**config.mk**
```make
export PLATFORM = sky130hd
export DESIGN_NAME = escape_sequence_decoder
export DESIGN_NICKNAME = d
export VERILOG_FILES = /design/src/rtl/core/esd_pkg.sv /design/src/rtl/core/esd_front.sv /design/src/rtl/core/esd_queue.sv /design/src/rtl/core/esd_back.sv /design/src/rtl/core/escape_sequence_decoder.sv
export SDC_FILE = /design/constraint.sdc
export NUM_CORES = 1
export LEC_CHECK = 0
export BUFFER_PORTS_ARGS = -buffer_cell sky130_fd_sc_hd__buf_4
export CAP_MARGIN = 5
export CORE_ASPECT_RATIO = 0.7
export CORE_MARGIN = 8
export CORE_UTILIZATION = 50
export CTS_CLUSTER_DIAMETER = 150
export CTS_CLUSTER_SIZE = 12
export DETAILED_ROUTE_END_ITERATION = 8
export GPL_ROUTABILITY_DRIVEN = 0
export GPL_TIMING_DRIVEN = 1
export PLACE_DENSITY = 0.65
export SLEW_MARGIN = 15
export SYNTH_ARGS = -nofsm -noshare
export SYNTH_HDL_FRONTEND = slang
export SYNTH_SLANG_ARGS = --single-unit
```
**constraint.sdc**
```tcl
create_clock -name clk -period 6.6 [get_ports clk]
set_input_delay 1.32 -clock clk [delete_from_list [all_inputs] [get_ports clk]]
set_output_delay 1.32 -clock clk [all_outputs]
set_load 0.1 [all_outputs]
```
**src/rtl/core/esd_pkg.sv**
```systemverilog
`timescale 1ns / 1ps
// ----------------------------------------------------------------------------
// esd_pkg
// Shared types of the escape sequence decoder: the queue entry that the
// front end hands to the back end.
// ----------------------------------------------------------------------------
package esd_pkg;

    localparam int QUEUE_DEPTH = 2;
    localparam int QUEUE_PTR_W = $clog2(QUEUE_DEPTH);
    localparam int QUEUE_CNT_W = $clog2(QUEUE_DEPTH + 1);

    // One decoded input character: one or two result words.
    typedef struct packed {
        logic       two;      // second result follows the first
        logic [7:0] byte0;
        logic       term0;
        logic [7:0] byte1;
        logic       term1;
    } esd_entry_t;

endpackage

```
**src/rtl/core/esd_front.sv**
```systemverilog
`timescale 1ns / 1ps
// ----------------------------------------------------------------------------
// esd_front
// Accepts source characters, tracks the escape state and turns each
// character into zero, one or two result words for the queue.
// ----------------------------------------------------------------------------
module esd_front
(
    input  logic                clk,
    input  logic                rst_n,
    input  logic                in_valid,
    output logic                in_stall,
    input  logic [7:0]          in_char,
    input  logic                queue_full,
    output logic                push,
    output esd_pkg::esd_entry_t push_entry
);
    import esd_pkg::*;

    localparam logic [7:0] CHAR_NUL    = 8'h00;
    localparam logic [7:0] CHAR_BSLASH = 8'h5c;
    localparam logic [7:0] CHAR_N      = 8'h6e;
    localparam logic [7:0] CHAR_R      = 8'h72;
    localparam logic [7:0] CHAR_T      = 8'h74;
    localparam logic [7:0] CHAR_E      = 8'h65;
    localparam logic [7:0] CHAR_X      = 8'h78;
    localparam logic [7:0] CHAR_MINUS  = 8'h2d;
    localparam logic [7:0] CHAR_SPACE  = 8'h20;
    localparam logic [7:0] CHAR_TAB    = 8'h09;
    localparam logic [7:0] CHAR_LF     = 8'h0a;
    localparam logic [7:0] CHAR_CR     = 8'h0d;
    localparam logic [7:0] CHAR_ESCAPE = 8'h1b;
    localparam logic [7:0] OFS_DIGIT   = 8'h30;
    localparam logic [7:0] OFS_UPPER   = 8'h37;
    localparam logic [7:0] OFS_LOWER   = 8'h57;

    typedef enum logic [2:0] {
        MODE_IDLE,
        MODE_ESC,
        MODE_DIG1,
        MODE_DIG2,
        MODE_HEX0,
        MODE_HEX1
    } mode_t;

    mode_t      mode_reg, mode_next;
    logic [7:0] partial_reg, partial_next;
    logic [7:0] first_hex_reg, first_hex_next;

    logic       accept;
    logic       idle_emit;
    logic       idle_term;
    logic [7:0] idle_byte;
    mode_t      idle_mode;
    logic       is_digit;
    logic [7:0] fold;
    esd_entry_t ent;
    logic       emit;

    function automatic logic is_blank(input logic [7:0] c);
        return (c == CHAR_SPACE) || (c == CHAR_TAB) || (c == CHAR_LF);
    endfunction

    // Returns {valid, value} of an alphanumeric character.
    function automatic logic [6:0] char_val(input logic [7:0] c);
        logic [7:0] d;
        d = 8'h00;
        if (c >= 8'h30 && c <= 8'h39) begin
            d = c - OFS_DIGIT;
            return {1'b1, d[5:0]};
        end
        if (c >= 8'h41 && c <= 8'h5a) begin
            d = c - OFS_UPPER;
            return {1'b1, d[5:0]};
        end
        if (c >= 8'h61 && c <= 8'h7a) begin
            d = c - OFS_LOWER;
            return {1'b1, d[5:0]};
        end
        return 7'b0;
    endfunction

    function automatic logic [7:0] hex_pair(input logic [7:0] a, input logic [7:0] b);
        logic [1:0] k;
        logic       neg;
        logic       stop;
        logic [7:0] val;
        logic [7:0] s;
        logic [6:0] cv;
        k    = 2'd0;
        neg  = 1'b0;
        stop = 1'b0;
        val  = 8'h00;
        s    = 8'h00;
        cv   = 7'b0;
        if (is_blank(a)) begin
            k = 2'd1;
            if (is_blank(b)) begin
                k = 2'd2;
            end
        end
        if (k == 2'd0 && a == CHAR_MINUS) begin
            neg = 1'b1;
            k   = 2'd1;
        end else if (k == 2'd1 && b == CHAR_MINUS) begin
            neg = 1'b1;
            k   = 2'd2;
        end
        for (int i = 0; i < 2; i++) begin
            if (!stop && k <= 2'(i)) begin
                s   = (i == 0) ? a : b;
                val = {val[3:0], 4'h0};
                cv  = char_val(s);
                if (!cv[6]) begin
                    stop = 1'b1;
                end else begin
                    val = val + {2'b00, cv[5:0]};
                end
            end
        end
        if (neg) begin
            val = 8'h00 - val;
        end
        return val;
    endfunction

    assign in_stall = queue_full;
    assign accept   = in_valid && !queue_full;
    assign is_digit = (in_char >= 8'h30) && (in_char <= 8'h39);
    assign fold     = {partial_reg[4:0], 3'b000} + {4'h0, in_char[3:0]};

    // Handling of a character with no escape pending.
    always_comb
    begin
        idle_emit = 1'b1;
        idle_term = 1'b0;
        idle_byte = in_char;
        idle_mode = MODE_IDLE;
        if (in_char == CHAR_NUL) begin
            idle_term = 1'b1;
        end else if (in_char == CHAR_BSLASH) begin
            idle_emit = 1'b0;
            idle_mode = MODE_ESC;
        end
    end

    always_comb
    begin
        mode_next      = mode_reg;
        partial_next   = partial_reg;
        first_hex_next = first_hex_reg;
        emit           = 1'b0;
        ent            = '0;
        case (mode_reg)
            MODE_ESC:
            begin
                mode_next = MODE_IDLE;
                emit      = 1'b1;
                ent.byte0 = in_char;
                if (in_char == CHAR_NUL) begin
                    ent.term0      = 1'b1;
                    partial_next   = 8'h00;
                    first_hex_next = 8'h00;
                end else if (in_char == CHAR_N) begin
                    ent.byte0 = CHAR_LF;
                end else if (in_char == CHAR_R) begin
                    ent.byte0 = CHAR_CR;
                end else if (in_char == CHAR_T) begin
                    ent.byte0 = CHAR_TAB;
                end else if (in_char == CHAR_E) begin
                    ent.byte0 = CHAR_ESCAPE;
                end else if (in_char == CHAR_X) begin
                    emit      = 1'b0;
                    mode_next = MODE_HEX0;
                end else if (is_digit) begin
                    emit         = 1'b0;
                    partial_next = {4'h0, in_char[3:0]};
                    mode_next    = MODE_DIG1;
                end
            end
            MODE_DIG1, MODE_DIG2:
            begin
                emit = 1'b1;
                if (is_digit && mode_reg == MODE_DIG1) begin
                    emit         = 1'b0;
                    partial_next = fold;
                    mode_next    = MODE_DIG2;
                end else if (is_digit) begin
                    ent.byte0    = fold;
                    partial_next = 8'h00;
                    mode_next    = MODE_IDLE;
                end else begin
                    // The digit run ends early: its value goes out first, then
                    // the character is handled as if no escape were pending.
                    ent.byte0    = partial_reg;
                    ent.two      = idle_emit;
                    ent.byte1    = idle_byte;
                    ent.term1    = idle_term;
                    partial_next = 8'h00;
                    mode_next    = idle_mode;
                    if (idle_term) begin
                        first_hex_next = 8'h00;
                    end
                end
            end
            MODE_HEX0:
            begin
                if (in_char == CHAR_NUL) begin
                    emit           = 1'b1;
                    ent.term0      = 1'b1;
                    mode_next      = MODE_IDLE;
                    partial_next   = 8'h00;
                    first_hex_next = 8'h00;
                end else begin
                    first_hex_next = in_char;
                    mode_next      = MODE_HEX1;
                end
            end
            MODE_HEX1:
            begin
                emit           = 1'b1;
                mode_next      = MODE_IDLE;
                first_hex_next = 8'h00;
                if (in_char == CHAR_NUL) begin
                    ent.term0    = 1'b1;
                    partial_next = 8'h00;
                end else begin
                    ent.byte0 = hex_pair(first_hex_reg, in_char);
                end
            end
            default:
            begin
                emit      = idle_emit;
                ent.byte0 = idle_byte;
                ent.term0 = idle_term;
                mode_next = idle_mode;
                if (idle_term) begin
                    partial_next   = 8'h00;
                    first_hex_next = 8'h00;
                end
            end
        endcase
    end

    assign push       = accept && emit;
    assign push_entry = ent;

    always_ff @(posedge clk or negedge rst_n)
    begin
        if (!rst_n) begin
            mode_reg      <= MODE_IDLE;
            partial_reg   <= 8'h00;
            first_hex_reg <= 8'h00;
        end else if (accept) begin
            mode_reg      <= mode_next;
            partial_reg   <= partial_next;
            first_hex_reg <= first_hex_next;
        end
    end

endmodule

```
**src/rtl/core/esd_queue.sv**
```systemverilog
`timescale 1ns / 1ps
// ----------------------------------------------------------------------------
// esd_queue
// Short first-in first-out queue of decoded entries between the front end
// and the back end.
// ----------------------------------------------------------------------------
module esd_queue
(
    input  logic                clk,
    input  logic                rst_n,
    input  logic                push,
    input  esd_pkg::esd_entry_t push_entry,
    input  logic                pop,
    output esd_pkg::esd_entry_t head,
    output logic                empty,
    output logic                full
);
    import esd_pkg::*;

    esd_entry_t             mem [QUEUE_DEPTH];
    logic [QUEUE_PTR_W-1:0] wr_ptr_reg;
    logic [QUEUE_PTR_W-1:0] rd_ptr_reg;
    logic [QUEUE_CNT_W-1:0] count_reg;
    logic                   do_push;
    logic                   do_pop;

    assign empty   = (count_reg == '0);
    assign full    = (count_reg == QUEUE_CNT_W'(QUEUE_DEPTH));
    assign do_push = push && !full;
    assign do_pop  = pop && !empty;
    assign head    = mem[rd_ptr_reg];

    always_ff @(posedge clk)
    begin
        if (do_push) begin
            mem[wr_ptr_reg] <= push_entry;
        end
    end

    always_ff @(posedge clk or negedge rst_n)
    begin
        if (!rst_n) begin
            wr_ptr_reg <= '0;
            rd_ptr_reg <= '0;
            count_reg  <= '0;
        end else begin
            if (do_push) begin
                wr_ptr_reg <= (wr_ptr_reg == QUEUE_PTR_W'(QUEUE_DEPTH - 1)) ?
                              '0 : wr_ptr_reg + 1'b1;
            end
            if (do_pop) begin
                rd_ptr_reg <= (rd_ptr_reg == QUEUE_PTR_W'(QUEUE_DEPTH - 1)) ?
                              '0 : rd_ptr_reg + 1'b1;
            end
            if (do_push && !do_pop) begin
                count_reg <= count_reg + 1'b1;
            end else if (do_pop && !do_push) begin
                count_reg <= count_reg - 1'b1;
            end
        end
    end

endmodule

```
**src/rtl/core/esd_back.sv**
```systemverilog
`timescale 1ns / 1ps
// ----------------------------------------------------------------------------
// esd_back
// Takes entries from the queue and presents their result words one at a
// time in the output register.
// ----------------------------------------------------------------------------
module esd_back
(
    input  logic                clk,
    input  logic                rst_n,
    input  esd_pkg::esd_entry_t head,
    input  logic                empty,
    output logic                pop,
    output logic                out_valid,
    input  logic                out_stall,
    output logic [7:0]          out_byte,
    output logic                is_terminator,
    output logic                last_of_run
);
    import esd_pkg::*;

    logic       valid_reg;
    logic       second_reg;
    logic [7:0] byte_reg;
    logic       term_reg;
    logic       last_reg;
    logic       load;
    logic       first_of_two;

    assign load         = !empty && (!valid_reg || !out_stall);
    // The first word of a two-word entry leaves the entry in the queue.
    assign first_of_two = head.two && !second_reg;
    assign pop          = load && !first_of_two;

    assign out_valid     = valid_reg;
    assign out_byte      = byte_reg;
    assign is_terminator = term_reg;
    assign last_of_run   = last_reg;

    always_ff @(posedge clk)
    begin
        if (load) begin
            if (first_of_two) begin
                byte_reg <= head.byte0;
                term_reg <= head.term0;
                last_reg <= 1'b0;
            end else begin
                byte_reg <= head.two ? head.byte1 : head.byte0;
                term_reg <= head.two ? head.term1 : head.term0;
                last_reg <= 1'b1;
            end
        end
    end

    always_ff @(posedge clk or negedge rst_n)
    begin
        if (!rst_n) begin
            valid_reg  <= 1'b0;
            second_reg <= 1'b0;
        end else begin
            if (load) begin
                valid_reg  <= 1'b1;
                second_reg <= first_of_two;
            end else if (!out_stall) begin
                valid_reg <= 1'b0;
            end
        end
    end

endmodule

```
**src/rtl/core/escape_sequence_decoder.sv**
```systemverilog
`timescale 1ns / 1ps
// ----------------------------------------------------------------------------
// escape_sequence_decoder
// Decodes C-style escape sequences in a character stream, one character at a
// time, and emits the decoded bytes and an end-of-string terminator.
// ----------------------------------------------------------------------------
// A character is taken in every cycle that in_valid is high and in_stall
// is low. Each character yields zero, one or two result words. The
// decoder writes a character's words into the queue at the edge that
// accepts it, and the output register then loads the first of them from
// the queue once it is free. Characters that give one word or none run
// at one per cycle while out_stall is low. A character that gives two
// words (a digit escape cut short by another character) occupies the
// single output register once for each word. The two-entry queue between
// decoder and output then fills, and in_stall follows the full flag
// without looking at a read in the same cycle, so the input stalls unless
// a character that gives no word follows first.
// ----------------------------------------------------------------------------
module escape_sequence_decoder
(
    input  logic       clk,
    input  logic       rst_n,
    input  logic       in_valid,
    output logic       in_stall,
    input  logic [7:0] in_char,
    output logic       out_valid,
    input  logic       out_stall,
    output logic [7:0] out_byte,
    output logic       is_terminator,
    output logic       last_of_run
);
    import esd_pkg::*;

    logic       push;
    esd_entry_t push_entry;
    logic       pop;
    esd_entry_t head;
    logic       empty;
    logic       full;

    esd_front u_front
    (
        .clk        (clk),
        .rst_n      (rst_n),
        .in_valid   (in_valid),
        .in_stall   (in_stall),
        .in_char    (in_char),
        .queue_full (full),
        .push       (push),
        .push_entry (push_entry)
    );

    esd_queue u_queue
    (
        .clk        (clk),
        .rst_n      (rst_n),
        .push       (push),
        .push_entry (push_entry),
        .pop        (pop),
        .head       (head),
        .empty      (empty),
        .full       (full)
    );

    esd_back u_back
    (
        .clk           (clk),
        .rst_n         (rst_n),
        .head          (head),
        .empty         (empty),
        .pop           (pop),
        .out_valid     (out_valid),
        .out_stall     (out_stall),
        .out_byte      (out_byte),
        .is_terminator (is_terminator),
        .last_of_run   (last_of_run)
    );

endmodule

```
==> metrics.md <==
| Metric | Value |
|---|---|
| Outcome | completed |
| Core Footprint | around 9000 µm² |
| Critical-path maximum fanout | 19 |
| Max FFs per register | 38 |
| DP Cell Count | roughly 580 |
| Worst Path Arrival | 4840 ps |
| Commonest non-fill, non-tap cell in the layout | edfxtp_1 |
| Syn Nets | approximately 490 |
| Post-Layout Cell Count | approximately 590 |
| Vias per cell | around 6.2 |
| Largest family of logic cells by synthesized area | compound AO/OA/AOI/OAI gates |
| RSZ-0062 raised after global routing | false |
| Register bank with the most flops | u_queue.mem |
| Mux share of post-synthesis cell area | 6.15% |
| Tightest Pin Transition | approximately 1100 ps |
| Number of library cell types mapped by synthesis | 70 |
| Drt initial violations | around 400 |
| Worst VDD drop | 0.238 mV |
| Clock Root Buffer | clkbuf_16 |
| Pint | ~0.0013 W |
| Placed standard-cell area | approximately 4900 µm² |
| Chip Width | 131 µm |
| Switching power | 0.000817 W |
| Post CTS Setup Buffer Count | 0 |
| Global route overflow | 0 |
| Largest cells by area after synthesis | edfxtp_1 31%, dfrtp_1 13%, ha_1 6.5% |
| Commonest cells after routing, fill and taps aside | 48 x edfxtp_1, 33 x nor2_1, 32 x nand2_1 |
| Max-cap violations | 0 |
| Drt pass-1 iters | 5 |
| Normalized max-slew margin | approximately a quarter |
| Synth Register Bits | 73 |
| Antenna fix cells | 0 |
| First-pass GRT wire length | ~19,000 µm |
| CP Capture Type | flip-flop |
| Synth Area in XOR/XNOR | 3.59% |
| Initial antenna violation count | 0 |
| Post-synth ARST share | about a third |
| Num Clock Sinks | 73 |
| Antenna Nets Post-Route | 0 |
| Post_cts resized | 0 |
| EDFF count, synth | 48 |
| Pwr Density | 404 nW/µm² |
| Setup crit start kind | input port |
| Reg power frac | a little over a third |
| Initial Utilization | between 50% and 60% |
| Die Span Y | slightly below 100 µm |
| Clk pwr share | around 28% |
| Reg clk slew, reported paths | ~60 ps |
| I/O pin count | 24 |
| Num rows | 29 |
| Hold crit path type | flip-flop to flip-flop |
| Remaining DRCs | 0 |
| Avg Inst Size Synth | about 10 µm² |
| CTS buffer count | 9 |
| Worst skew pair latency | approximately 340 ps |
| Data required, critical path | 6670 ps |
| Final Cycle Share | 72.3% |
| Nets | between 500 and 600 |
| Crit Path Class | input port to flip-flop |
| Synth Area in Simple Gates | between 10% and 20% |
| Share of the synthesized area in the top cell type | about 31% |
| Die ar. | between 10,000 and 15,000 µm² |
| YS warnings | 0 |
| Comb pwr share | 36.3% |
| Final WL | approximately 12,000 µm |
| Fmax | between 200 and 250 MHz |
| Cell area after layout | between 5000 and 6000 µm² |
| Post-Syn Instances | 452 |
| Adder-Cell Fraction of Synth Area | 6.91% |
| P&R area growth vs syn | 13.0% |
| Max Buffers Root-to-Sink | 2 |
| Share of cells above drive strength 1 | between 10% and 20% |
| Pin count of the biggest net entering global routing | 28 |
| Total GRT Usage | approximately a fifth |
| Max Slew Vio Count | 0 |
| Compound-Gate Fraction of Synth Area | 17.6% |
| Synth area leader | edfxtp_1 |
| TNS Setup | 0 ps |
| Port buffer count | 23 |
| # setup viols final | 0 |
| Skew final | just over 6 ps |
| # hold bufs at CTS | 0 |
| Tmin final | approximately 4800 ps |
| Pleak | roughly 2 nW |
| CTS tree | built |
| H-tree depth | 3 |
| Synth Flop Type | edfxtp_1 |
| DR WL/cell | between 20 and 25 µm |
| Final Hold Fails | 0 |
| Vias in the first global route | roughly 3.5k |
| Vias post-DR | around 3.7k |
| Post-synthesis sequential area ratio | around 45% |
| Cell Area, Synth | roughly 4600 µm² |
| Sw Share | about two fifths |
| Hpwl dp | 8830 µm |
## kinds of logic (layout without fill, tap and decap cells)
logic type,after synthesis,in the layout
mux,17,17
simple gates,149,149
compound gates,118,118
xor+xnor,19,19
fa+ha+maj,25,25
flops,73,73
buf+inv,51,68
## worst max-delay path: stages
cell and delay [ps]:
buf_4 150, ha_1 240, or3b_1 480, a21o_1 450
o21a_4 250, and3_4 200, nor3_1 300, inv_1 110
fa_1 550, inv_1 40, a31o_2 210, o211ai_1 100
a31oi_1 140, xnor2_1 200, o21ai_1 90
## Yosys cell counts (2+ instances only)
cell type	number
a21oi_1	19
buf_6	2
nand2_1	32
and2_1	5
xnor2_1	14
nor4b_1	3
or3_1	2
or2_2	3
ha_1	24
nor3_1	7
or4_1	3
mux2_2	2
inv_1	26
o21ai_0	25
nor3b_1	4
o21a_1	3
a221oi_1	2
mux2i_1	6
clkbuf_1	18
and3_1	5
a22oi_1	2
dfrtp_1	25
a31o_2	2
a22o_1	4
o211ai_1	8
nand2b_1	7
o31ai_1	4
nor2_1	33
nor4_1	3
xor2_1	5
o21ai_1	8
a31oi_1	6
a21o_1	6
edfxtp_1	48
nor2b_1	12
mux4_2	9
nand3_1	20
o32a_1	2
o21bai_1	3
buf_2	4
nand3b_1	3
nand4_1	2
a211oi_1	4
## per-stage QoR
stage | worst slack (ps) | hold WS [ps] | util, % | power (W)
floorplan | 2080 | 448 | - | 0.00134
global placement | 1760 | 473 | 54.0 | 0.00151
detailed placement | 1650 | 480 | 54.0 | 0.00152
CTS | 1950 | 492 | 58.0 | 0.00212
global route | 1680 | 512 | 58.0 | 0.00221
finish | 1830 | 492 | 58.0 | 0.00212
## routing by layer
| metal | vias to the layer above | wire length, µm | global-route usage, % |
|---|---|---|---|
| li1 | 1690 | - | - |
| met2 | 171 | 4880 | 28.2 |
| met5 | - | 0 | 0 |
| met1 | 1777 | 5700 | 27.4 |
| met4 | 0 | 223 | 8.37 |
| met3 | 23 | 1110 | 5.22 |
## cell type report
class,instances,area (µm²)
Inverter,26,97.6
Clock inverter,6,138
Clock buffer,10,229
Multi-Input combinational cell,328,2360
Sequential cell,73,2070
Fill cell,764,3790
Timing Repair Buffer,26,195
Tap cell,124,155
## final timing paths
| kind | from | to | slack [ps] | cells after the start |
|---|---|---|---|---|
| max | in_char[4] | u_queue.mem[0][16] | 1830 | 15 |
| min in group asynchronous | rst_n | u_front.first_hex_reg[6] | 900 | 1 |
| max in group asynchronous | rst_n | u_front.partial_reg[1] | 5440 | 1 |
| min reg2reg | u_front.partial_reg[5] | u_front.partial_reg[5] | 490 | 2 |
| max reg2reg | u_front.first_hex_reg[1] | u_queue.mem[0][15] | 2680 | 16 |
| min | u_front.partial_reg[5] | u_front.partial_reg[5] | 490 | 2 |
## power by group through the flow
stage | registers (W) | logic (W) | clock network (W)
floorplan | 0.000954 | 0.000382 | 0
finish | 0.000751 | 0.000768 | 0.000597
CTS | 0.000750 | 0.000768 | 0.000606
detailed placement | 0.000756 | 0.000768 | 0
global placement | 0.000752 | 0.000761 | 0
global route | 0.000766 | 0.000818 | 0.000626
Power figures use the tool's default switching activity.
